$ cat src/hw/rtl/cau_pkg.sv
package cau_pkg;

	// Operation codes carried with each beat.
	typedef enum logic [2:0] {
		OP_ADD = 3'd0,
		OP_SUB = 3'd1,
		OP_MUL = 3'd2,
		OP_DIV = 3'd3,
		OP_MAG = 3'd4
	} op_t;

	// Control word that travels beside the data through every stage.
	typedef struct packed {
		logic valid;
		op_t  op;
		logic dz;
		logic ovf_re;
		logic ovf_im;
		logic neg_re;
		logic neg_im;
	} ctl_t;

endpackage

$ cat src/hw/rtl/cau_cell.sv
module cau_cell
	import cau_pkg::*;
#(
	parameter int W = 32,
	parameter int K = 0
) (
	input  logic              clk,
	input  logic              arst_n,
	input  ctl_t              ctl,
	input  logic [3*W-1:0]    r_re,
	input  logic [3*W-1:0]    r_im,
	input  logic [3*W-1:0]    d,
	input  logic [W-1:0]      q_re,
	input  logic [W-1:0]      q_im,
	input  logic [2*W-1:0]    sx,
	input  logic [2*W-1:0]    sr,
	output ctl_t              ctl_next,
	output logic [3*W-1:0]    r_re_next,
	output logic [3*W-1:0]    r_im_next,
	output logic [3*W-1:0]    d_next,
	output logic [W-1:0]      q_re_next,
	output logic [W-1:0]      q_im_next,
	output logic [2*W-1:0]    sx_next,
	output logic [2*W-1:0]    sr_next
);

	localparam int PW = 2 * W;
	localparam int RW = 3 * W;
	localparam logic [PW-1:0] SQ_BIT = PW'(1) << (PW - 2 - 2 * K);

	ctl_t          ctl_q;
	logic [RW-1:0] r_re_q, r_im_q, d_q;
	logic [W-1:0]  q_re_q, q_im_q;
	logic [PW-1:0] sx_q, sr_q;

	logic          ge_re, ge_im, ge_sq;
	logic [RW-1:0] nr_re, nr_im;
	logic [PW-1:0] trial;

	// One restoring divide step per part, and one square root digit.
	always_comb begin
		ge_re = (r_re >= d);
		ge_im = (r_im >= d);
		nr_re = ge_re ? (r_re - d) : r_re;
		nr_im = ge_im ? (r_im - d) : r_im;
		trial = sr + SQ_BIT;
		ge_sq = (sx >= trial);
	end

	// Control state of the cell.
	always_ff @(posedge clk or negedge arst_n) begin
		if (!arst_n) begin
			ctl_q <= '0;
		end else begin
			ctl_q <= ctl;
		end
	end

	// Data handed to the next cell; only the active operation changes it.
	always_ff @(posedge clk) begin
		d_q <= d;
		if (ctl.op == OP_DIV) begin
			r_re_q <= nr_re << 1;
			r_im_q <= nr_im << 1;
			q_re_q <= {q_re[W-2:0], ge_re};
			q_im_q <= {q_im[W-2:0], ge_im};
		end else begin
			r_re_q <= r_re;
			r_im_q <= r_im;
			q_re_q <= q_re;
			q_im_q <= q_im;
		end
		if (ctl.op == OP_MAG && ge_sq) begin
			sx_q <= sx - trial;
			sr_q <= (sr >> 1) + SQ_BIT;
		end else if (ctl.op == OP_MAG) begin
			sx_q <= sx;
			sr_q <= sr >> 1;
		end else begin
			sx_q <= sx;
			sr_q <= sr;
		end
	end

	assign ctl_next  = ctl_q;
	assign r_re_next = r_re_q;
	assign r_im_next = r_im_q;
	assign d_next    = d_q;
	assign q_re_next = q_re_q;
	assign q_im_next = q_im_q;
	assign sx_next   = sx_q;
	assign sr_next   = sr_q;

endmodule

$ cat config.mk
export PLATFORM = sky130hd
export DESIGN_NAME = cau_cell
export DESIGN_NICKNAME = d
export VERILOG_FILES = /design/src/hw/rtl/cau_pkg.sv /design/src/hw/rtl/cau_cell.sv
export SDC_FILE = /design/constraint.sdc
export NUM_CORES = 2
export LEC_CHECK = 0
export BUFFER_PORTS_ARGS = -buffer_cell sky130_fd_sc_hd__buf_2
export CORE_AREA = 3 3 385 387
export DETAILED_ROUTE_END_ITERATION = 7
export DIE_AREA = 0 0 388 390
export PLACE_DENSITY_LB_ADDON = 0.3
export SKIP_CTS_REPAIR_TIMING = 1
export SLEW_MARGIN = 5
export SYNTH_ARGS = -nofsm -noshare
export SYNTH_HDL_FRONTEND = slang
export SYNTH_SLANG_ARGS = --single-unit
$ cat constraint.sdc
create_clock -name clk -period 0.8 [get_ports clk]
set_input_delay 0.04 -clock clk [delete_from_list [all_inputs] [get_ports clk]]
set_output_delay 0.04 -clock clk [all_outputs]
set_load 0.03 [all_outputs]
==> flow_summary.toml <==
[status]
status = "complete, but fails checks"
violations = "negative hold slack, negative setup slack"

[drt]
antenna_left = 0
initialDrtViolationCount = 2454
wl_met1_mm = 79.2
met2WireLength_mm = 97.1
wl_per_cell_microns = 21.4
vias = 43400
firstDrtPassIters = 6
dr_wl_met3_mm = 12.5
dr.max_layer_used = "met5"
wl_mm = 198
drcViolationCount = 0
vias_per_cell = 4.69

[global_routing]
grt_use_total = 0.227
antenna_found_initial = 68
grt_max_degree = 55
grt_pass1_vias = 40300
grt_overflow = 0
grt_pass1_wl_mm = 258

[clocking]
tritoncts = "built"
cts_buffer_depth = 3
clkSlewWorstSetupHoldPaths_ns = 0.06
root_buffer = "clkbuf_16"
cts_buffers = 61
cts.sinks = 489
htreeDepth = 2

[worst_setup_path]
crit_fanout = 3
endpoint_kind = "flop"
crit_required_ns = 1.38
crit_type = "in2reg"
timing.critical_path.arrival_ns = 3.45
worstSetupStartpointType = "primary input"

[yosys]
synth-seq-area-share = 0.305
synth_top_area_frac = 0.298
yosys.area.top_type = "dfxtp_1"
yosysWarnings = 0
synth_area_leaders = "dfxtp_1 30%, ha_1 9.9%, nand2_1 8.3%, a21oi_1 7.6%, o21ai_0 7.3%"
synth_ff_type = "dfxtp_1"
netlist_instances = 4362
synth_nets = 5112
synth_seq_cells = 489
syn_area_sq_um = 32200
synth.distinct_cells = 88
synthArstFlopShare = 0.0184
syn_area_per_cell_sq_um = 7.38
synth-edff-count = 0

[layout]
drive_gt1_frac = 0.432
multi_input_area_sq_um = 23800
fillers = 14500
fin_nets = 8007
syn_to_final_growth_pct = 94.4
seq_area_sq_um = 9830

[pwr]
fin_total_pwr_w = 0.101
ir_drop_v = 0.00176
power_density_nw_per_um2 = 1610
leakage_nw = 30.0

[timing]
fin_ws_ns = -2.06
holdWs_ns = -0.428
setup_viol = 873
maxSlewHeadroom = 0.340
fin_crit_ns = 2.86
clock.fmax_ghz = 0.349
rsz0062_at_grt = "yes"
period_share = 3.58
report.final.slew_viol_count = 0
max_slew.worst_pin.slew_ns = 0.990
final_hold_viol_count = 35

[die]
die_x_microns = 388
num_rows = 140
die_h_microns = 390
start_util = 0.222
core_area_sq_um = 145000
pin_count = 980
dieArea_sq_um = 151000

[hold_path]
worstHoldPathType = "in2reg"

[placement]
hpwl_mm = 158
gp_congestion = 0.961
portBuffers = 979

[flow_run]
maxCapViolCount = 0
-- synthesized netlist by cell type (6+ instances only) --
cell and number:
mux2i_1 46, o21a_1 55, o211ai_1 19, nor2b_1 28, clkbuf_1 194, xor2_1 91, or3_1 16, nor2_1 288
a211oi_1 29, o21bai_1 68, nand2b_1 28, o221ai_1 8, and2_1 12, a21oi_1 490, a41oi_1 7, buf_1 13
a221oi_1 8, or2_2 11, a21boi_0 12, a21o_1 129, dfrtp_1 9, and3_1 25, nor3_1 56, inv_1 246
nor4_1 17, nand4_1 121, o21ai_1 23, nand3_1 55, o22ai_1 6, buf_2 32, ha_1 256, nand2_1 715
a211o_1 13, a31oi_1 30, dfxtp_1 480, xnor2_1 142, o31ai_1 22, o21ai_0 467
-- registers in the layout, indices dropped and copies added, names as in the netlist --
| signal | flops |
|---|---|
| d_next | 96 |
| r_im_next | 96 |
| r_re_next | 96 |
| sr_next | 64 |
| sx_next | 64 |
| q_im_next | 32 |
| q_re_next | 32 |
| ctl_next | 9 |
-- through the flow --
stage | instances | TNS (ns) | util | worst slack, ns | area [sq um]
6_report | 9249 | -748.44 | 0.431 | -2.06 | 62600
3_3_place_gp | 8498 | -782.32 | 0.356 | -3.23 | 51700
3_5_place_dp | 8498 | -787.58 | 0.356 | -3.23 | 51700
2_1_floorplan | 4362 | -479.21 | - | -2.04 | 34400
4_1_cts | 8607 | -784.54 | 0.370 | -2.51 | 53800
5_1_grt | 9236 | -814.04 | 0.431 | -2.12 | 62600
-- worst paths after layout --
kind / startpoint / endpoint / slack, ns / depth (start not counted)
worst max-delay path: r_im[0] / r_im_next[71] / -2.06 / 18
worst min-delay path: sr[10] / sr_next[9] / -0.43 / 3
max in group asynchronous: arst_n / ctl_next[0] / 0.11 / 3
min in group asynchronous: arst_n / ctl_next[3] / 0.39 / 3
-- cells in the final DEF (no fill, tap or decap), types with 13 or more instances in the layout --
cell,count
a211oi_1,15
a21o_1,129
a21oi_1,378
a21oi_2,94
a21oi_4,19
a31oi_1,21
and3_1,21
buf_12,49
buf_2,935
buf_4,1467
buf_6,52
buf_8,13
clkbuf_16,78
dfxtp_1,480
diode_2,29
dlygate4sd3_1,533
ha_1,177
ha_4,74
inv_1,198
inv_2,13
inv_4,18
mux2i_1,42
nand2_1,700
nand2b_1,27
nand3_1,46
nand4_1,121
nor2_1,240
nor2_2,20
nor2_4,28
nor2b_1,24
nor3_1,45
o211ai_1,19
o21a_1,54
o21ai_0,169
o21ai_1,288
o21ai_2,26
o21bai_1,66
xnor2_1,136
xor2_1,87
-- critical path, stage by stage --
cell      delay [ns]
buf_12          0.09
inv_12          0.03
ha_4            0.15
fa_2            0.36
nor2b_4         0.15
o21bai_4        0.08
a21oi_4         0.23
buf_6           0.15
buf_6           0.10
nor4_4          0.04
or4_4           0.65
a211o_4         0.41
a21oi_4         0.19
o41ai_4         0.12
o31ai_2         0.27
buf_4           0.17
xnor2_2         0.11
o21ai_1         0.08
-- routing by layer --
| layer | global-route usage | vias up |
|---|---|---|
| met4 | 0.0761 | 30 |
| li1 | - | 21200 |
| met5 | 0 | - |
| met2 | 0.411 | 1440 |
| met1 | 0.265 | 20400 |
| met3 | 0.0472 | 386 |
-- cell families (layout without fill, tap and decap cells) --
kind of cell | after synthesis | after routing | share of synthesized area
buffers and inverters | 490 | 3429 | 0.0590
multiplexers | 50 | 50 | 0.0157
other | 0 | 29 | 0
flip-flops | 489 | 489 | 0.305
XOR/XNOR | 233 | 233 | 0.0634
adder cells (fa/ha/maj) | 259 | 259 | 0.101
AO/OA/AOI/OAI | 1443 | 1443 | 0.265
AND/OR/NAND/NOR | 1398 | 1400 | 0.191
-- report_power, final --
part / switching, W / total, W / internal [W]
Clock: 0.0127 / 0.0292 / 0.0166
Sequential: 0.000726 / 0.0270 / 0.0263
Combinational: 0.0242 / 0.0448 / 0.0206
Total: 0.0376 / 0.101 / 0.0635
-- cell type report --
cell class | count | area share
antenna | 29 | 0.00116
clock buffer | 77 | 0.0268
clock inverter | 32 | 0.00616
inverter | 246 | 0.0180
multi-input combinational | 3385 | 0.379
sequential | 489 | 0.157
tap | 1917 | 0.0383
timing repair buffer | 3074 | 0.373
Note: power is estimated with default switching activity, not from simulation.
